[src/hdl/wavp_pkg.sv]
package wavp_pkg;

  // chunk tags as they read when shifted in, first byte in the top octet
  localparam logic [31:0] TAG_RIFF = 32'h5249_4646;
  localparam logic [31:0] TAG_WAVE = 32'h5741_5645;
  localparam logic [31:0] TAG_FMT  = 32'h666D_7420;
  localparam logic [31:0] TAG_DATA = 32'h6461_7461;

  localparam logic [31:0] FMT_MIN_BYTES = 32'd16;
  localparam logic [31:0] FMT_MAX_BYTES = 32'd4096;
  localparam logic [31:0] BITS_LO_POS   = 32'd14;
  localparam logic [31:0] BITS_HI_POS   = 32'd15;
  localparam logic [31:0] TAG_BYTES     = 32'd4;
  localparam logic [31:0] HEADER_BYTES  = 32'd12;

  localparam logic [15:0] FMT_CODE_PCM  = 16'd1;
  localparam logic [15:0] CHAN_MONO     = 16'd1;
  localparam logic [15:0] BITS_16       = 16'd16;

  // configuration port
  localparam int CFG_IDX_W  = 2;
  localparam int CFG_DATA_W = 27;
  localparam int RATE_W     = 18;
  localparam int MAX_BYTES_W = 27;
  localparam logic [CFG_IDX_W-1:0] CFG_IDX_RATE      = 2'd0;
  localparam logic [CFG_IDX_W-1:0] CFG_IDX_MAX_BYTES = 2'd1;
  localparam logic [RATE_W-1:0]      RATE_RESET      = 18'd16000;
  localparam logic [MAX_BYTES_W-1:0] MAX_BYTES_RESET = 27'd67108864;

  // status codes
  localparam logic [2:0] ST_OK        = 3'd0;
  localparam logic [2:0] ST_BAD_RIFF  = 3'd1;
  localparam logic [2:0] ST_TRUNC     = 3'd2;
  localparam logic [2:0] ST_BAD_FMT   = 3'd3;
  localparam logic [2:0] ST_BAD_DATA  = 3'd4;
  localparam logic [2:0] ST_MISSING   = 3'd5;
  localparam logic [2:0] ST_WRONG_FMT = 3'd6;
  localparam logic [2:0] ST_ODD_COUNT = 3'd7;

  // result queue
  localparam int RES_DEPTH = 4;
  localparam int RES_PTR_W = $clog2(RES_DEPTH);
  localparam int RES_CNT_W = $clog2(RES_DEPTH + 1);

  typedef enum logic [7:0] {
    PH_HEADER = 8'b0000_0001,
    PH_ID     = 8'b0000_0010,
    PH_SIZE   = 8'b0000_0100,
    PH_FMT    = 8'b0000_1000,
    PH_SKIP   = 8'b0001_0000,
    PH_PAD    = 8'b0010_0000,
    PH_DATA   = 8'b0100_0000,
    PH_DONE   = 8'b1000_0000
  } phase_t;

  typedef struct packed {
    logic signed [15:0] pcm_sample;
    logic               is_sample;
    logic [2:0]         status_code;
    logic               file_done;
  } res_t;

  // up to two results per item, the second only together with the first
  typedef struct packed {
    logic v0;
    logic v1;
    res_t r0;
    res_t r1;
  } res_push_t;

endpackage

[src/hdl/wavp_if.sv]
interface wavp_in_if;
  logic       valid;
  logic       ready;
  logic [7:0] file_byte;
  logic       end_marker;
  modport source (output valid, output file_byte, output end_marker, input ready);
  modport sink   (input valid, input file_byte, input end_marker, output ready);
endinterface

interface wavp_out_if;
  logic               valid;
  logic               ready;
  logic signed [15:0] pcm_sample;
  logic               is_sample;
  logic [2:0]         status_code;
  logic               file_done;
  modport source (output valid, output pcm_sample, output is_sample,
                  output status_code, output file_done, input ready);
  modport sink   (input valid, input pcm_sample, input is_sample,
                  input status_code, input file_done, output ready);
endinterface

interface wavp_cfg_if;
  logic                             valid;
  logic                             ready;
  logic [wavp_pkg::CFG_IDX_W-1:0]   reg_index;
  logic [wavp_pkg::CFG_DATA_W-1:0]  wr_data;
  modport source (output valid, output reg_index, output wr_data, input ready);
  modport sink   (input valid, input reg_index, input wr_data, output ready);
endinterface

[src/hdl/wavp_res_fifo.sv]
module wavp_res_fifo (
  input  logic                clk,
  input  logic                rst_n,
  input  wavp_pkg::res_push_t push,
  output logic                room_two,
  wavp_out_if.source          out_ch
);
  import wavp_pkg::*;

  res_t                 mem_r [RES_DEPTH];
  logic [RES_PTR_W-1:0] wr_ptr_r, wr_ptr_nxt;
  logic [RES_PTR_W-1:0] rd_ptr_r, rd_ptr_nxt;
  logic [RES_CNT_W-1:0] cnt_r, cnt_nxt;
  logic                 pop;
  logic [RES_PTR_W-1:0] wr_ptr_p1;

  assign pop       = out_ch.valid && out_ch.ready;
  assign wr_ptr_p1 = wr_ptr_r + RES_PTR_W'(1);
  // two free slots, whatever the sink does this cycle
  assign room_two  = cnt_r <= RES_CNT_W'(RES_DEPTH - 2);

  assign out_ch.valid       = cnt_r != '0;
  assign out_ch.pcm_sample  = mem_r[rd_ptr_r].pcm_sample;
  assign out_ch.is_sample   = mem_r[rd_ptr_r].is_sample;
  assign out_ch.status_code = mem_r[rd_ptr_r].status_code;
  assign out_ch.file_done   = mem_r[rd_ptr_r].file_done;

  always_comb begin
    wr_ptr_nxt = wr_ptr_r + RES_PTR_W'(push.v0) + RES_PTR_W'(push.v1);
    rd_ptr_nxt = rd_ptr_r + RES_PTR_W'(pop);
    cnt_nxt    = cnt_r + RES_CNT_W'(push.v0) + RES_CNT_W'(push.v1) - RES_CNT_W'(pop);
  end

  always_ff @(posedge clk) begin
    if (push.v0) begin
      mem_r[wr_ptr_r] <= push.r0;
    end
    if (push.v1) begin
      mem_r[wr_ptr_p1] <= push.r1;
    end
  end

  always_ff @(posedge clk) begin
    if (!rst_n) begin
      wr_ptr_r <= '0;
      rd_ptr_r <= '0;
      cnt_r    <= '0;
    end else begin
      wr_ptr_r <= wr_ptr_nxt;
      rd_ptr_r <= rd_ptr_nxt;
      cnt_r    <= cnt_nxt;
    end
  end

endmodule

[src/hdl/wav_pcm16_mono_stream_parser_top.sv]
// WAV stream parser for 16-bit mono PCM. The file enters one byte per item
// on in_ch, closed by an item with end_marker set (its byte is ignored). The
// parser checks the RIFF/WAVE header, walks the chunks, captures the fmt
// fields, skips unknown chunks and pad bytes, and at the data chunk streams
// the little-endian samples out as signed Q1.15 (raw sample bits), followed
// by one status item with file_done set: 0 ok, 1 bad RIFF/WAVE, 2 truncated,
// 3 bad fmt size, 4 bad data size, 5 missing chunk, 6 wrong format, 7 odd
// byte count. Samples only flow when the data verdict is ok. A header error
// is reported on the byte that reveals it; after a status the remaining
// bytes are dropped until the end marker, which then rearms silently. An end
// marker before any status yields status 5 on a chunk boundary, otherwise 2.
// Rate: one byte per clock. The whole parse step for a byte is combinational
// logic behind the state registers (a 32-bit position increment
// and compare set the path). Results go through a four-entry queue; the
// last data byte can yield a sample and the status together, and in_ready
// drops while fewer than two queue slots are free, i.e. only when the sink
// stalls. Results leave at one per cycle. Configuration (register 0:
// expected sample rate, 1: largest data chunk in bytes) is always ready and
// is to be written between files; other indices are ignored.
module wav_pcm16_mono_stream_parser_top (
  input logic        clk,
  input logic        rst_n,
  wavp_in_if.sink    in_ch,
  wavp_out_if.source out_ch,
  wavp_cfg_if.sink   cfg_ch
);
  import wavp_pkg::*;

  // configuration registers
  logic [RATE_W-1:0]      exp_rate_r;
  logic [MAX_BYTES_W-1:0] max_bytes_r;

  // parser state
  phase_t      phase_r, phase_nxt;
  logic [31:0] pos_r, pos_nxt;
  logic [31:0] len_r, len_nxt;
  logic [31:0] tag_r, tag_nxt;
  logic [15:0] fmt_code_r, fmt_code_nxt;
  logic [15:0] chan_r, chan_nxt;
  logic [31:0] rate_r, rate_nxt;
  logic [15:0] bits_r, bits_nxt;
  logic        fmt_seen_r, fmt_seen_nxt;
  logic [7:0]  low_r, low_nxt;
  logic [2:0]  pend_r, pend_nxt;

  logic        in_acc;
  logic        room_two;
  logic [31:0] pos_inc;
  logic [31:0] tag_shift;
  logic [31:0] byte_lane;
  logic [31:0] len_new;
  logic        fmt_ok;
  logic        sample_v, stat_v;
  logic [2:0]  stat_code;
  res_t        sample_res, stat_res;
  res_push_t   push;

  assign in_ch.ready  = room_two;
  assign cfg_ch.ready = 1'b1;
  assign in_acc       = in_ch.valid && in_ch.ready;

  assign pos_inc   = pos_r + 32'd1;
  assign tag_shift = {tag_r[23:0], in_ch.file_byte};
  // the byte placed at little-endian lane pos[1:0]
  assign byte_lane = {24'd0, in_ch.file_byte} << {pos_r[1:0], 3'b000};
  assign len_new   = len_r | byte_lane;

  assign fmt_ok = (fmt_code_r == FMT_CODE_PCM) && (chan_r == CHAN_MONO) &&
                  (rate_r == {14'd0, exp_rate_r}) && (bits_r == BITS_16);

  always_comb begin
    phase_nxt    = phase_r;
    pos_nxt      = pos_r;
    len_nxt      = len_r;
    tag_nxt      = tag_r;
    fmt_code_nxt = fmt_code_r;
    chan_nxt     = chan_r;
    rate_nxt     = rate_r;
    bits_nxt     = bits_r;
    fmt_seen_nxt = fmt_seen_r;
    low_nxt      = low_r;
    pend_nxt     = pend_r;
    sample_v     = 1'b0;
    stat_v       = 1'b0;
    stat_code    = ST_OK;

    if (in_acc) begin
      if (in_ch.end_marker) begin
        // end of file: report if no status went out yet, then rearm
        if (phase_r != PH_DONE) begin
          stat_v    = 1'b1;
          stat_code = (phase_r == PH_ID && pos_r == '0) ? ST_MISSING : ST_TRUNC;
        end
        phase_nxt    = PH_HEADER;
        pos_nxt      = '0;
        len_nxt      = '0;
        tag_nxt      = '0;
        fmt_code_nxt = '0;
        chan_nxt     = '0;
        rate_nxt     = '0;
        bits_nxt     = '0;
        fmt_seen_nxt = 1'b0;
        low_nxt      = '0;
        pend_nxt     = ST_OK;
      end else begin
        unique case (phase_r)
          PH_HEADER: begin
            tag_nxt = tag_shift;
            pos_nxt = pos_inc;
            if (pos_inc == TAG_BYTES) begin
              len_nxt = tag_shift;
            end
            // len_r holds the first tag once four bytes are in
            if (pos_inc == HEADER_BYTES) begin
              if (len_r != TAG_RIFF || tag_shift != TAG_WAVE) begin
                stat_v    = 1'b1;
                stat_code = ST_BAD_RIFF;
                phase_nxt = PH_DONE;
              end else begin
                phase_nxt = PH_ID;
                pos_nxt   = '0;
                len_nxt   = '0;
              end
            end
          end
          PH_ID: begin
            tag_nxt = tag_shift;
            pos_nxt = pos_inc;
            if (pos_inc == TAG_BYTES) begin
              phase_nxt = PH_SIZE;
              pos_nxt   = '0;
              len_nxt   = '0;
            end
          end
          PH_SIZE: begin
            len_nxt = len_new;
            pos_nxt = pos_inc;
            if (pos_inc == TAG_BYTES) begin
              pos_nxt = '0;
              if (tag_r == TAG_FMT) begin
                if (len_new < FMT_MIN_BYTES || len_new > FMT_MAX_BYTES) begin
                  stat_v    = 1'b1;
                  stat_code = ST_BAD_FMT;
                  phase_nxt = PH_DONE;
                end else begin
                  phase_nxt = PH_FMT;
                end
              end else if (tag_r == TAG_DATA) begin
                if (len_new == '0 || len_new > {5'd0, max_bytes_r}) begin
                  stat_v    = 1'b1;
                  stat_code = ST_BAD_DATA;
                  phase_nxt = PH_DONE;
                end else begin
                  // verdict fixed here, reported with the last data byte
                  if (!fmt_seen_r) begin
                    pend_nxt = ST_MISSING;
                  end else if (!fmt_ok) begin
                    pend_nxt = ST_WRONG_FMT;
                  end else if (len_new[0]) begin
                    pend_nxt = ST_ODD_COUNT;
                  end else begin
                    pend_nxt = ST_OK;
                  end
                  phase_nxt = PH_DATA;
                end
              end else begin
                phase_nxt = (len_new == '0) ? PH_ID : PH_SKIP;
              end
            end
          end
          PH_FMT: begin
            if (pos_r == '0) begin
              fmt_code_nxt = {8'd0, in_ch.file_byte};
              chan_nxt     = '0;
              rate_nxt     = '0;
              bits_nxt     = '0;
            end else if (pos_r < 32'd2) begin
              fmt_code_nxt = fmt_code_r | byte_lane[15:0];
            end else if (pos_r < 32'd4) begin
              chan_nxt = chan_r | (byte_lane[15:0] | byte_lane[31:16]);
            end else if (pos_r < 32'd8) begin
              rate_nxt = rate_r | byte_lane;
            end else if (pos_r == BITS_LO_POS || pos_r == BITS_HI_POS) begin
              bits_nxt = bits_r | (byte_lane[15:0] | byte_lane[31:16]);
            end
            pos_nxt = pos_inc;
            if (pos_inc == len_r) begin
              fmt_seen_nxt = 1'b1;
              phase_nxt    = len_r[0] ? PH_PAD : PH_ID;
              pos_nxt      = '0;
            end
          end
          PH_SKIP: begin
            pos_nxt = pos_inc;
            if (pos_inc == len_r) begin
              phase_nxt = len_r[0] ? PH_PAD : PH_ID;
              pos_nxt   = '0;
            end
          end
          PH_PAD: begin
            phase_nxt = PH_ID;
            pos_nxt   = '0;
          end
          PH_DATA: begin
            if (!pos_r[0]) begin
              low_nxt = in_ch.file_byte;
            end else if (pend_r == ST_OK) begin
              sample_v = 1'b1;
            end
            pos_nxt = pos_inc;
            if (pos_inc == len_r) begin
              stat_v    = 1'b1;
              stat_code = pend_r;
              phase_nxt = PH_DONE;
            end
          end
          PH_DONE: begin
            // bytes dropped until the end marker
          end
          default: begin
            phase_nxt = PH_HEADER;
          end
        endcase
      end
    end
  end

  // results of this item, sample first when both come
  always_comb begin
    sample_res.pcm_sample  = {in_ch.file_byte, low_r};
    sample_res.is_sample   = 1'b1;
    sample_res.status_code = ST_OK;
    sample_res.file_done   = 1'b0;
    stat_res.pcm_sample    = '0;
    stat_res.is_sample     = 1'b0;
    stat_res.status_code   = stat_code;
    stat_res.file_done     = 1'b1;
    push.v0 = sample_v || stat_v;
    push.v1 = sample_v && stat_v;
    push.r0 = sample_v ? sample_res : stat_res;
    push.r1 = stat_res;
  end

  wavp_res_fifo u_res_fifo (
    .clk      (clk),
    .rst_n    (rst_n),
    .push     (push),
    .room_two (room_two),
    .out_ch   (out_ch)
  );

  always_ff @(posedge clk) begin
    if (!rst_n) begin
      exp_rate_r  <= RATE_RESET;
      max_bytes_r <= MAX_BYTES_RESET;
    end else if (cfg_ch.valid && cfg_ch.ready) begin
      if (cfg_ch.reg_index == CFG_IDX_RATE) begin
        exp_rate_r <= cfg_ch.wr_data[RATE_W-1:0];
      end else if (cfg_ch.reg_index == CFG_IDX_MAX_BYTES) begin
        max_bytes_r <= cfg_ch.wr_data[MAX_BYTES_W-1:0];
      end
    end
  end

  always_ff @(posedge clk) begin
    if (!rst_n) begin
      phase_r    <= PH_HEADER;
      pos_r      <= '0;
      len_r      <= '0;
      tag_r      <= '0;
      fmt_code_r <= '0;
      chan_r     <= '0;
      rate_r     <= '0;
      bits_r     <= '0;
      fmt_seen_r <= 1'b0;
      low_r      <= '0;
      pend_r     <= ST_OK;
    end else begin
      phase_r    <= phase_nxt;
      pos_r      <= pos_nxt;
      len_r      <= len_nxt;
      tag_r      <= tag_nxt;
      fmt_code_r <= fmt_code_nxt;
      chan_r     <= chan_nxt;
      rate_r     <= rate_nxt;
      bits_r     <= bits_nxt;
      fmt_seen_r <= fmt_seen_nxt;
      low_r      <= low_nxt;
      pend_r     <= pend_nxt;
    end
  end

  // an end marker always leaves the parser rearmed
  a_end_rearms: assert property (@(posedge clk) disable iff (!rst_n)
    in_acc && in_ch.end_marker |=> phase_r == PH_HEADER && !fmt_seen_r)
    else $error("parser not rearmed after end marker");

  // an ok data verdict needs a complete fmt chunk before it
  a_ok_needs_fmt: assert property (@(posedge clk) disable iff (!rst_n)
    phase_r == PH_DATA && pend_r == ST_OK |-> fmt_seen_r)
    else $error("ok data verdict without fmt chunk");

  // a status result moves the parser into the done phase or rearms it
  a_status_ends_file: assert property (@(posedge clk) disable iff (!rst_n)
    stat_v |=> phase_r == PH_DONE || phase_r == PH_HEADER)
    else $error("status issued but parsing continues");

  // samples never carry the file-done flag or a status
  a_sample_clean: assert property (@(posedge clk) disable iff (!rst_n)
    out_ch.valid && out_ch.is_sample |-> !out_ch.file_done && out_ch.status_code == ST_OK)
    else $error("sample result carries status");

endmodule
[src/flat_wrapper.sv]
// flat-port wrapper written by rule: the top's interface ports become plain ports
module wav_pcm16_mono_stream_parser_top_flat import wavp_pkg::*;
  (clk, rst_n, in_ch_valid, in_ch_file_byte, in_ch_end_marker, in_ch_ready, out_ch_valid, out_ch_pcm_sample, out_ch_is_sample, out_ch_status_code, out_ch_file_done, out_ch_ready, cfg_ch_valid, cfg_ch_reg_index, cfg_ch_wr_data, cfg_ch_ready);
  wavp_in_if in_ch_i ();
  wavp_out_if out_ch_i ();
  wavp_cfg_if cfg_ch_i ();
  input logic clk;
  input logic rst_n;
  input wire logic [$bits(in_ch_i.valid)-1:0] in_ch_valid;
  input wire logic [$bits(in_ch_i.file_byte)-1:0] in_ch_file_byte;
  input wire logic [$bits(in_ch_i.end_marker)-1:0] in_ch_end_marker;
  output wire logic [$bits(in_ch_i.ready)-1:0] in_ch_ready;
  output wire logic [$bits(out_ch_i.valid)-1:0] out_ch_valid;
  output wire logic [$bits(out_ch_i.pcm_sample)-1:0] out_ch_pcm_sample;
  output wire logic [$bits(out_ch_i.is_sample)-1:0] out_ch_is_sample;
  output wire logic [$bits(out_ch_i.status_code)-1:0] out_ch_status_code;
  output wire logic [$bits(out_ch_i.file_done)-1:0] out_ch_file_done;
  input wire logic [$bits(out_ch_i.ready)-1:0] out_ch_ready;
  input wire logic [$bits(cfg_ch_i.valid)-1:0] cfg_ch_valid;
  input wire logic [$bits(cfg_ch_i.reg_index)-1:0] cfg_ch_reg_index;
  input wire logic [$bits(cfg_ch_i.wr_data)-1:0] cfg_ch_wr_data;
  output wire logic [$bits(cfg_ch_i.ready)-1:0] cfg_ch_ready;
  assign in_ch_i.valid = in_ch_valid;
  assign in_ch_i.file_byte = in_ch_file_byte;
  assign in_ch_i.end_marker = in_ch_end_marker;
  assign in_ch_ready = in_ch_i.ready;
  assign out_ch_valid = out_ch_i.valid;
  assign out_ch_pcm_sample = out_ch_i.pcm_sample;
  assign out_ch_is_sample = out_ch_i.is_sample;
  assign out_ch_status_code = out_ch_i.status_code;
  assign out_ch_file_done = out_ch_i.file_done;
  assign out_ch_i.ready = out_ch_ready;
  assign cfg_ch_i.valid = cfg_ch_valid;
  assign cfg_ch_i.reg_index = cfg_ch_reg_index;
  assign cfg_ch_i.wr_data = cfg_ch_wr_data;
  assign cfg_ch_ready = cfg_ch_i.ready;
  wav_pcm16_mono_stream_parser_top u_core (.clk(clk), .rst_n(rst_n), .in_ch(in_ch_i), .out_ch(out_ch_i), .cfg_ch(cfg_ch_i));
endmodule
[config.mk]
export PLATFORM = sky130hd
export DESIGN_NAME = wav_pcm16_mono_stream_parser_top_flat
export DESIGN_NICKNAME = d
export VERILOG_FILES = /design/src/hdl/wavp_pkg.sv /design/src/hdl/wavp_if.sv /design/src/hdl/wavp_res_fifo.sv /design/src/hdl/wav_pcm16_mono_stream_parser_top.sv /design/src/flat_wrapper.sv
export SDC_FILE = /design/constraint.sdc
export NUM_CORES = 1
export LEC_CHECK = 0
export BUFFER_PORTS_ARGS = -buffer_cell sky130_fd_sc_hd__buf_2
export CAP_MARGIN = 20
export CORE_ASPECT_RATIO = 1.2
export CORE_MARGIN = 2
export CORE_UTILIZATION = 35
export DETAILED_ROUTE_END_ITERATION = 7
export SLEW_MARGIN = 20
export SYNTH_ARGS = -nofsm -noshare
export SYNTH_HDL_FRONTEND = slang
export SYNTH_HIERARCHICAL = 1
export SYNTH_SLANG_ARGS = --single-unit
[constraint.sdc]
create_clock -name clk -period 15 [get_ports clk]
set_clock_uncertainty 0.05 [all_clocks]
set_input_delay 2.25 -clock clk [delete_from_list [all_inputs] [get_ports clk]]
set_output_delay 2.25 -clock clk [all_outputs]
set_load 0.01 [all_outputs]
# After elaboration in Yosys (flattened, before gate mapping)

Memory sizes are Yosys's and may differ from the RTL's. A register that Yosys moved wholly into a read port is not among the register bits.
Cells that the tools add are included.

Add/sub/neg operators: 8
Magnitude comparators: 7
Equal/unequal tests: 35
Shift-type cells: 1
Muxes and demuxes: 101
Bitwise logic cells: 7
Reductions and logical operators: 46

Operators with widths:

| kind                    | count |
|---|---|
| $mux W32                | 18 |
| $mux W16                | 16 |
| $pmux W32 S5            | 1 |
| $mux W8                 | 14 |
| $eq A32 B4 Y1 const B   | 3 |
| $pmux W32 S3            | 1 |
| $eq A32 B31 Y1 const B  | 2 |
| $logic_not A32 Y1       | 2 |
| $ne A32 B31 Y1 const B  | 2 |
| $or A16 B16 Y16         | 4 |
| $or A32 B32 Y32         | 2 |
| $mux W3                 | 19 |
| $pmux W8 S7             | 1 |
| $add A32 B1 Y32 const B | 1 |
| $eq A16 B1 Y1 const B   | 2 |
| $eq A32 B18 Y1          | 1 |
| $eq A32 B3 Y1 const B   | 1 |
| $eq A32 B32 Y1          | 1 |
| $gt A32 B13 Y1 const B  | 1 |
| $gt A32 B27 Y1          | 1 |
| $lt A32 B2 Y1 const B   | 1 |
| $lt A32 B3 Y1 const B   | 1 |
| $lt A32 B4 Y1 const B   | 1 |
| $lt A32 B5 Y1 const B   | 1 |
| other kinds (44)        | 108 |

Register bits after elaboration: 248
Bits in writable memories: 84
Output and inout port bits: 24
Word-level logic and storage cells: 222
Memories: 1

Memory list:

| name                    | words | bits a word | rd ports | clocked after Yosys merged registers in | wr ports | RTL line            | text |
|---|---|---|---|---|---|---|---|
| u_core.u_res_fifo.mem_r | 4     | 21          | 1        | 1                                       | 2        | wavp_res_fifo.sv:10 | `res_t mem_r [RES_DEPTH];` |

# Depth between registers and ports, before layout

Gate-level depths: netlist of the first run.

Depth in word-level cells: 15
Mapped depth: 23
Depth with buffers taken out: 22

# Hierarchy

The synthesis of the first run kept the hierarchy.

Modules (own cells, without submodules):

| module                           | instances | cells an instance | area an instance (µm²) |
|---|---|---|---|
| wav_pcm16_mono_stream_parser_top | 1         | 1,726             | 13,367.8 |
| wavp_res_fifo                    | 1         | 244               | 4,423.0 |

# Worst setup path after synthesis of the first run

OpenSTA, ideal clock, no wires.

Path kind: input to register
Start: input in_ch_file_byte[5]
End: memory u_core/u_res_fifo/mem_r[0][0] (netlist bit) (enable)
Library setup time: 0.432 ns
Data arrival time: 6.296 ns
Data required time: 14.518 ns
Setup slack: 8.222 ns
Cell stages on the path: 15
Cell sequence: clkbuf_1 -> nor2b_1 -> a21o_1 -> ha_1 -> nand4_1 -> nor2_1 -> nand3_1 -> nor2_1 -> a211oi_1 -> a21oi_1 -> or3b_2 -> nand2_1 -> o31a_1 -> inv_1 -> o31ai_1

RTL lines:

| what               | RTL line            | text |
|---|---|---|
| start: declaration | flat_wrapper.sv:10  | `input wire logic [$bits(in_ch_i.file_byte)-1:0] in_ch_file_byte;` |
| end: declaration   | wavp_res_fifo.sv:10 |  |

==> results of run 1 <==
layer usage:
metal / up-vias / global-route usage (%) / wire length [um]
met1: 7493 / 29.3 / 25500
met4: 0 / 9.08 / 2440
li1: 7267 / - / -
met3: 141 / 3.14 / 3830
met2: 651 / 35.9 / 27200
met5: - / 0 / 0
registers in the layout, indices dropped and copies added, names as in the netlist, 3 cells and up:
signal and count:
u_core/tag_r 32, u_core/max_bytes_r 27, u_core/rate_r 32, u_core/len_r 32, u_core/pend_r 3, u_core/bits_r 16
u_core/u_res_fifo/mem_r 84, u_core/chan_r 16, u_core/low_r 8, u_core/u_res_fifo/cnt_r 3, u_core/pos_r 32, u_core/exp_rate_r 18
u_core/fmt_code_r 16, u_core/phase_r 8
report_power, final:
group	total (mW)	internal, mW	switching (mW)
registers	0.981	0.953	0.0279
clock network	0.957	0.560	0.397
logic	0.406	0.143	0.263
tightest hold or removal path, delay by kind of cell (launching register included):
| kind | cells | cell delay, ns |
|---|---|---|
| AOI/OAI and AO/OA | 1 | 0.05 |
| DFF | 1 | 0.31 |
| and+or+nand+nor | 1 | 0.05 |
synthesized netlist by cell type, types with 14 or more instances:
cell / count
xnor2_1: 44
mux2_2: 83
nand4_1: 53
mux2i_1: 14
edfxtp_1: 84
xor2_1: 19
inv_1: 52
a22o_1: 22
nor2b_1: 28
a31oi_1: 43
ha_1: 34
or4_1: 16
o211ai_1: 16
nand3_1: 44
nor3_1: 34
buf_2: 25
nor4_1: 51
dfxtp_1: 248
and2_1: 31
o2111ai_1: 18
mux4_2: 21
and3_1: 37
nand2_1: 228
clkbuf_1: 106
a21o_1: 31
o2bb2ai_1: 25
o21ai_0: 28
nor2_1: 184
a21oi_1: 155
kinds of logic (layout without fill, tap and decap cells):
kind of cell | Yosys count | count (layout)
and+or+nand+nor | 786 | 786
AOI/OAI and AO/OA | 429 | 429
DFF | 332 | 332
buffers and inverters | 201 | 214
muxes | 119 | 119
xor gates and xnor gates | 64 | 64
adders and majority gates | 37 | 37
other | 2 | 73
layout make-up:
type                    count  area, sq um
inverters                  52          195
clock inverters            14          173
flip-flops and latches    332         7490
fillers                  5062        30100
repair buffers             93          544
multi-input cells        1508         9790
clock buffers              55         1120
well taps                 644          806
final timing paths:
kind / startpoint / endpoint / slack (ns) / cells past startpoint
hold / removal: u_core/max_bytes_r[9] / u_core/max_bytes_r[9] / 0.41 / 2
setup reg to reg: u_core/pos_r[0] / u_core/u_res_fifo/cnt_r[2] / 8.18 / 19
hold reg to reg: u_core/max_bytes_r[9] / u_core/max_bytes_r[9] / 0.41 / 2
setup / recovery: u_core/pos_r[0] / u_core/u_res_fifo/cnt_r[2] / 8.18 / 19
per-stage QoR:
step	power, mW	cells	hold slack, ns	setup slack, ns	cell area (sq um)
after floorplan	1.27	2041	0.378	8.22	18100
after CTS	2.36	2696	0.407	7.57	20100
after global placement	1.40	2626	0.392	7.47	18800
after detailed placement	1.40	2627	0.394	7.27	18800
after global routing	2.44	2698	0.431	7.88	20100
final	2.34	2698	0.410	8.18	20100
==> results.yml, run 1 <==
die:
  ios: 67
  die_h_um: 251
  dieArea_sq_um: 52700
  initial_core_util_pct: 35.4
  chipWidth_um: 210
  core_sq_um: 50200
  placementRows: 90
worst_hold_path:
  hold_class: "reg2reg"
placement:
  io_buffer_count: 65
  dp_hpwl_um: 41000
  place_congestion: 0.932
route:
  wl_um: 59000
  vias_per_cell: 5.76
  route.antenna.remaining_nets: 0
  wl_per_cell_um: 21.9
  drt_iter0_drc: 1418
  vias: 15600
  drt-pass1-iter-count: 7
  drc: 0
global_routing:
  track_usage_pct: 22.0
  antenna_found_initial: 0
  overflow: 0
  grt_pass1_wl_um: 90300
  grt_start_max_net_pins: 87
  grt_pass1_vias: 14900
clock_tree:
  path_clk_slew_ns: 0.06
  cts_root_buffer: "clkbuf_16"
  cts_buffers: 38
  cts_tree: "yes"
  cts_buffer_depth: 3
  cts_resized: 0
  clock_latency_ns: 0.57
  cts_hold_buffers: 0
  htree_levels: 2
  cts_setup_buffers: 0
  cts_sinks: 332
synth:
  synth_compound_area_share_pct: 16.2
  yosysTopAreaCell: "dfxtp_1"
  synth-main-ff-cell: "dfxtp_1"
  synthSimpleGateAreaFrac_pct: 22.3
  yosysSeqAreaShare_pct: 42.1
  ys_top_cells_by_area: "dfxtp_1, edfxtp_1, mux2_2"
  synth_top_family_by_area: "simple AND/OR/NAND/NOR gates"
  synth_fa_ha_area_share_pct: 2.73
  synth_warnings: 6
  async_flop_share_pct: 0
  synth_area_per_cell_sq_um: 9.03
  synthCells: 1970
  synth_mux_area_share_pct: 8.76
  synth_area_sq_um: 17800
  synth-xor-area-share_pct: 3.23
  synth-edff-count: 84
  ys_ff_latch: 332
  synth_top_area_share_pct: 27.9
  synth_cell_types: 83
worst_setup_path:
  path_delay_family: "simple AND/OR/NAND/NOR gates"
  endpoint_kind: "register"
  critPathMaxFanout: 49
  path_cells: "buf_4 -> ha_1 -> nand3_1 -> or4_1 -> o21a_1 -> or2_1 -> or4_1 -> nand3b_1 -> nor4_1 -> or3b_2 -> nand2_1 -> o31a_1 -> inv_1 -> ha_1 -> inv_1 -> fa_1 -> fa_1 -> xnor2_1 -> and2_1"
  max_stage_delay_ns: 0.80
  required_ns: 15.41
  critPathSlowestCell: "or4_1"
  startpoint_type: "register"
  crit_buf_inv: 3
  crit_arrival_ns: 7.23
  critPathKind: "reg2reg"
timing:
  worstMarginPinSlew_ns: 1.14
  finalCritPeriodShare_pct: 45.5
  setup_viol: 0
  hold_violations: 0
  clock.fmax_mhz: 147
  finalCriticalPeriod_ns: 6.82
  finalSetupTns_ns: 0
  rsz0062_at_grt: "no"
  drv_slew: 0
  slew_headroom_pct: 24.1
cells_and_area:
  layout_commonest_cell: "dfxtp_1"
  antenna_cells: 0
  layout.nets: 2105
  fin_util_pct: 40.1
  areaGrowthSynthToFinish_pct: 13.1
  drive_above_1_share_pct: 14.7
  final_cell_mix: "dfxtp_1, nand2_1, nor2_1, a21oi_1, edfxtp_1"
pwr:
  irDropWorstVdd_v: 0.0000819
  pwr_density_cell_nw_per_um2: 116
  power.leakage_nw: 7.77
job:
  maxCapViolCount: 0
run_status:
  outcome: "finished, final reports clean"
(Power assumes the default switching activity.)
==> run 2, diff against run 1 <==
==> constraint.sdc (replaced) <==
create_clock -name clk -period 5.94 [get_ports clk]
set_clock_uncertainty 0.05 [all_clocks]
set_input_delay 0.891 -clock clk [delete_from_list [all_inputs] [get_ports clk]]
set_output_delay 0.891 -clock clk [all_outputs]
set_load 0.01 [all_outputs]
==> results.yml, run 2 (synthesized netlist as in run 1, its figures left out) <==
global_routing:
  antenna_found_initial: 1
  overflow: 0
  grt_start_max_net_pins: 46
  track_usage_pct: 22.4
  grt_pass1_wl_um: 91400
  grt_pass1_vias: 15300
clock_tree:
  clock_latency_ns: 0.58
  cts_buffer_depth: 3
  cts_buffers: 37
  htree_levels: 2
  path_clk_slew_ns: 0.06
  cts_sinks: 332
  cts_root_buffer: "clkbuf_16"
  cts_tree: "yes"
worst_hold_path:
  hp-start: "u_core/max_bytes_r[23]"
  min_to: "u_core/max_bytes_r[23]"
  hold_class: "reg2reg"
  worstHoldPathCells: 2
worst_setup_path:
  critPathKind: "reg2reg"
  crit_arrival_ns: 6.05
  required_ns: 6.36
  endpoint_kind: "register"
  critPathMaxFanout: 6
  r2r_start: "u_core/pos_r[1]"
  r2r_slack_ns: 0.30
  r2r_cells: 19
  timing.rr.end: "u_core/u_res_fifo/cnt_r[2]"
  startpoint_type: "register"
die:
  dieArea_sq_um: 52700
  die_h_um: 251
  placementRows: 90
  ios: 67
  chipWidth_um: 210
  core_sq_um: 50200
  initial_core_util_pct: 35.4
placement:
  place_congestion: 0.956
  io_buffer_count: 65
  dp_hpwl_um: 42100
  placed_cell_area_sq_um: 19100
timing:
  worstMarginPinSlew_ns: 1.07
  rsz0062_at_grt: "no"
  clock.fmax_mhz: 177
  drv_slew: 0
  slew_headroom_pct: 28.6
  setup_viol: 0
  finalCritPeriodShare_pct: 94.9
  hold_violations: 0
  finalSetupTns_ns: 0
  finalHoldWorstSlack_ns: 0.404
  finalCriticalPeriod_ns: 5.64
run_status:
  outcome: "finished, final reports clean"
cells_and_area:
  drive_above_1_share_pct: 16.3
  design_area_sq_um: 20400
  largest_register_ffs: 84
  antenna_cells: 0
  layout.nets: 2144
  final_cell_mix: "dfxtp_1, nand2_1, nor2_1, a21oi_1, edfxtp_1"
  areaGrowthSynthToFinish_pct: 14.9
  fill_cells: 5072
  top_register: "u_core/u_res_fifo/mem_r"
  layout_commonest_cell: "dfxtp_1"
route:
  drc: 0
  wl_um: 59400
  vias: 15700
  wl_per_cell_um: 21.7
  drt_iter0_drc: 1215
  vias_per_cell: 5.73
  drt-pass1-iter-count: 5
  route.antenna.remaining_nets: 0
pwr:
  power.leakage_nw: 7.96
  pwr_density_cell_nw_per_um2: 293
  irDropWorstVdd_v: 0.000180
job:
  maxCapViolCount: 0
run 2: report_power, final:
group / total (mW) / switching, mW / internal (mW)
registers: 2.49 / 0.0857 / 2.41
clock network: 2.48 / 1.01 / 1.46
logic: 1.02 / 0.657 / 0.368
run 2: metrics by stage:
step / setup slack, ns / util, % / power [mW] / instances
final: 0.303 / 40.7 / 5.99 / 2737
after global routing: 0.0285 / 40.7 / 6.23 / 2737
after CTS: 0.332 / 40.7 / 6.03 / 2737
after detailed placement: 0.276 / 38.1 / 3.56 / 2669
after global placement: 0.337 / 38.0 / 3.55 / 2669
after floorplan: 0.120 / - / 3.20 / 2041
run 2: worst max-delay path: stages, from the launching register on:
cell and delay [ns]:
dfxtp_1 0.39, ha_1 0.29, nand3_1 0.18, or4_1 0.57
o21a_1 0.22, or2_1 0.23, or4_1 0.64, nand3b_1 0.22
nor4_1 0.23, buf_4 0.18, or3b_2 0.49, nand2_1 0.11
o31a_1 0.23, inv_1 0.13, ha_1 0.29, inv_1 0.05
fa_1 0.38, fa_1 0.38, xnor2_1 0.13, and2_1 0.15
run 2: timing repair:
action	4_1_cts	5_1_grt
hold buffers	0	0
setup endpoints to repair	0	2
setup buffers	0	0
gates resized for setup	0	1
run 2: worst max-delay path by stage:
stage                     slack, ns               start  cells past startpoint                             to
after floorplan                0.12     u_core/pos_r[1]                     14  u_core/u_res_fifo/mem_r[0][0]
after global placement         0.34     u_core/pos_r[1]                     19     u_core/u_res_fifo/cnt_r[2]
after detailed placement       0.28  in_ch_file_byte[7]                     20     u_core/u_res_fifo/cnt_r[2]
after CTS                      0.33     u_core/pos_r[1]                     19     u_core/u_res_fifo/cnt_r[2]
after global routing           0.03     u_core/pos_r[1]                     19     u_core/u_res_fifo/cnt_r[2]
final                          0.30     u_core/pos_r[1]                     19     u_core/u_res_fifo/cnt_r[2]
run 2: routing by layer:
layer	track usage, %	part of all wire (%)	up-vias
li1	-	-	7335
met1	29.1	43	7570
met2	37.0	47	634
met3	3.45	6.5	144
met4	9.14	4.0	0
met5	0	0	-
run 2: cell type report:
cell class | instances | area [sq um] | share of cell area [%]
clock buffer | 50 | 1030 | 5.06
clock inverter | 18 | 277 | 1.35
multi-input combinational | 1508 | 9800 | 48.0
inverter | 52 | 195 | 0.955
tap | 644 | 806 | 3.94
timing repair buffer | 133 | 836 | 4.09
sequential | 332 | 7490 | 36.6
==> run 3, diff against run 2 <==
--- a/config.mk
+++ b/config.mk
@@ -5,12 +5,13 @@
 export SDC_FILE = /design/constraint.sdc
 export NUM_CORES = 1
 export LEC_CHECK = 0
-export BUFFER_PORTS_ARGS = -buffer_cell sky130_fd_sc_hd__buf_2
+export BUFFER_PORTS_ARGS = -buffer_cell sky130_fd_sc_hd__clkbuf_2
 export CAP_MARGIN = 20
 export CORE_ASPECT_RATIO = 1.2
 export CORE_MARGIN = 2
 export CORE_UTILIZATION = 35
 export DETAILED_ROUTE_END_ITERATION = 7
+export RECOVER_POWER = 25
 export SLEW_MARGIN = 20
 export SYNTH_ARGS = -nofsm -noshare
 export SYNTH_HDL_FRONTEND = slang
==> constraint.sdc (replaced) <==
create_clock -name clk -period 4.6 [get_ports clk]
set_clock_uncertainty 0.05 [all_clocks]
set_input_delay 0.69 -clock clk [delete_from_list [all_inputs] [get_ports clk]]
set_output_delay 0.69 -clock clk [all_outputs]
set_load 0.01 [all_outputs]
==> results.yml, run 3 (synthesized netlist as in run 1, its figures left out) <==
cells_and_area:
  top_register: "u_core/u_res_fifo/mem_r"
  antenna_cells: 0
  fin_util_pct: 44.8
  instances_no_fill: 2970
  largest_register_ffs: 84
  layout.nets: 2378
  final_cell_mix: "buf_4, dfxtp_1, nand2_1, nor2_1, a21oi_1"
  drive_above_1_share_pct: 25.5
  seq_area_sq_um: 7500
  multi_input_area_sq_um: 10000
  fill_cells: 4928
  design_area_sq_um: 22500
  layout_commonest_cell: "buf_4"
  areaGrowthSynthToFinish_pct: 26.6
route:
  route.antenna.remaining_nets: 0
  drc: 0
  vias: 16700
  drt-pass1-iter-count: 7
  wl_per_cell_um: 21.5
  drt_iter0_drc: 1235
  wl_um: 63900
  vias_per_cell: 5.64
placement:
  io_buffer_count: 65
  place_congestion: 0.996
  dp_slack_ns: -0.323
  placed_cell_area_sq_um: 21000
  dp_hpwl_um: 46800
  placed_cells: 2894
clock_tree:
  cts_tree: "yes"
  cts_buffers: 38
  cts_root_buffer: "clkbuf_16"
  cts_buffer_depth: 3
  cts_sinks: 332
  clock_latency_ns: 0.57
  cts_hold_buffers: 0
  htree_levels: 2
  path_clk_slew_ns: 0.06
die:
  ios: 67
  core_sq_um: 50200
  dieArea_sq_um: 52700
  die_h_um: 251
  chipWidth_um: 210
  placementRows: 90
  initial_core_util_pct: 35.4
timing:
  worstMarginPinSlew_ns: 1.92
  clock.fmax_mhz: 212
  worst_slack_ns: -0.120
  rsz0062_at_grt: "yes"
  drv_slew: 52
  setup_viol: 2
  finalCriticalPeriod_ns: 4.72
  slew_headroom_pct: -28.1
  finalSetupTns_ns: -0.195
  finalCritPeriodShare_pct: 103
  finalHoldWorstSlack_ns: 0.297
  hold_violations: 0
global_routing:
  antenna_found_initial: 0
  grt_pass1_vias: 16700
  grt_pass1_wl_um: 98100
  grt_start_max_net_pins: 86
  track_usage_pct: 23.9
  overflow: 0
worst_hold_path:
  hold_class: "in2reg"
pwr:
  power.leakage_nw: 9.18
  fin_total_pwr_mw: 7.91
  pwr_density_cell_nw_per_um2: 351
  irDropWorstVdd_v: 0.000272
worst_setup_path:
  critPathKind: "reg2reg"
  required_ns: 5.02
  crit_arrival_ns: 5.14
  startpoint_type: "register"
  endpoint_kind: "register"
  critPathMaxFanout: 3
run_status:
  outcome: "complete, but fails checks"
  violations: "capacitance limit, slew limit, setup timing"
job:
  maxCapViolCount: 2
==> run 3: timing repair <==
action	4_1_cts	5_1_grt
pin swaps	8	3
buffers inserted	3	4
resized for setup	18	27
endpoints found under the setup margin	62	168
cloned	0	1
==> run 3: path summary, 6_finish.rpt <==
path / cells past startpoint / end / slack [ns] / start
worst min register to register: 2 / u_core/max_bytes_r[18] / 0.41 / u_core/max_bytes_r[18]
worst max register to register: 18 / u_core/u_res_fifo/cnt_r[2] / -0.12 / u_core/pos_r[0]
worst max-delay path: 18 / u_core/u_res_fifo/cnt_r[2] / -0.12 / u_core/pos_r[0]
worst min-delay path: 3 / u_core/max_bytes_r[21] / 0.30 / cfg_ch_wr_data[21]
==> run 3: area by class of cell <==
type,count,area share (%)
multi-input combinational,1508,44.4
sequential,332,33.3
timing repair buffer,366,12.0
clock buffer,50,4.69
tap,644,3.58
clock inverter,18,1.07
inverter,52,0.867
==> run 3: worst max-delay path, stage by stage, from the launching register on <==
cell and delay (ns):
dfxtp_4 0.37, ha_4 0.15, and3_4 0.22, nand3_4 0.09, xnor2_2 0.16, or4_4 0.54
or4_4 0.55, nand3b_1 0.22, nor4_4 0.25, or3b_4 0.44, nand2_2 0.09, o31a_1 0.16
inv_2 0.06, ha_4 0.26, inv_2 0.03, fa_2 0.34, fa_2 0.36, xnor2_1 0.12
and2_1 0.15
==> run 3: routing by layer <==
layer  vias to the layer above  share of wire, %  track usage [%]
met3                       160               5.8             3.61
met2                       631                48             40.6
met5                         -                 0                0
met1                      8149                42             30.0
met4                         0               4.6             10.9
li1                       7808                 -                -
==> run 3: where the power goes <==
group	internal (mW)	switching [mW]
sequential	3.11	0.108
combinational	0.574	0.914
clock	1.91	1.30
total	5.59	2.32
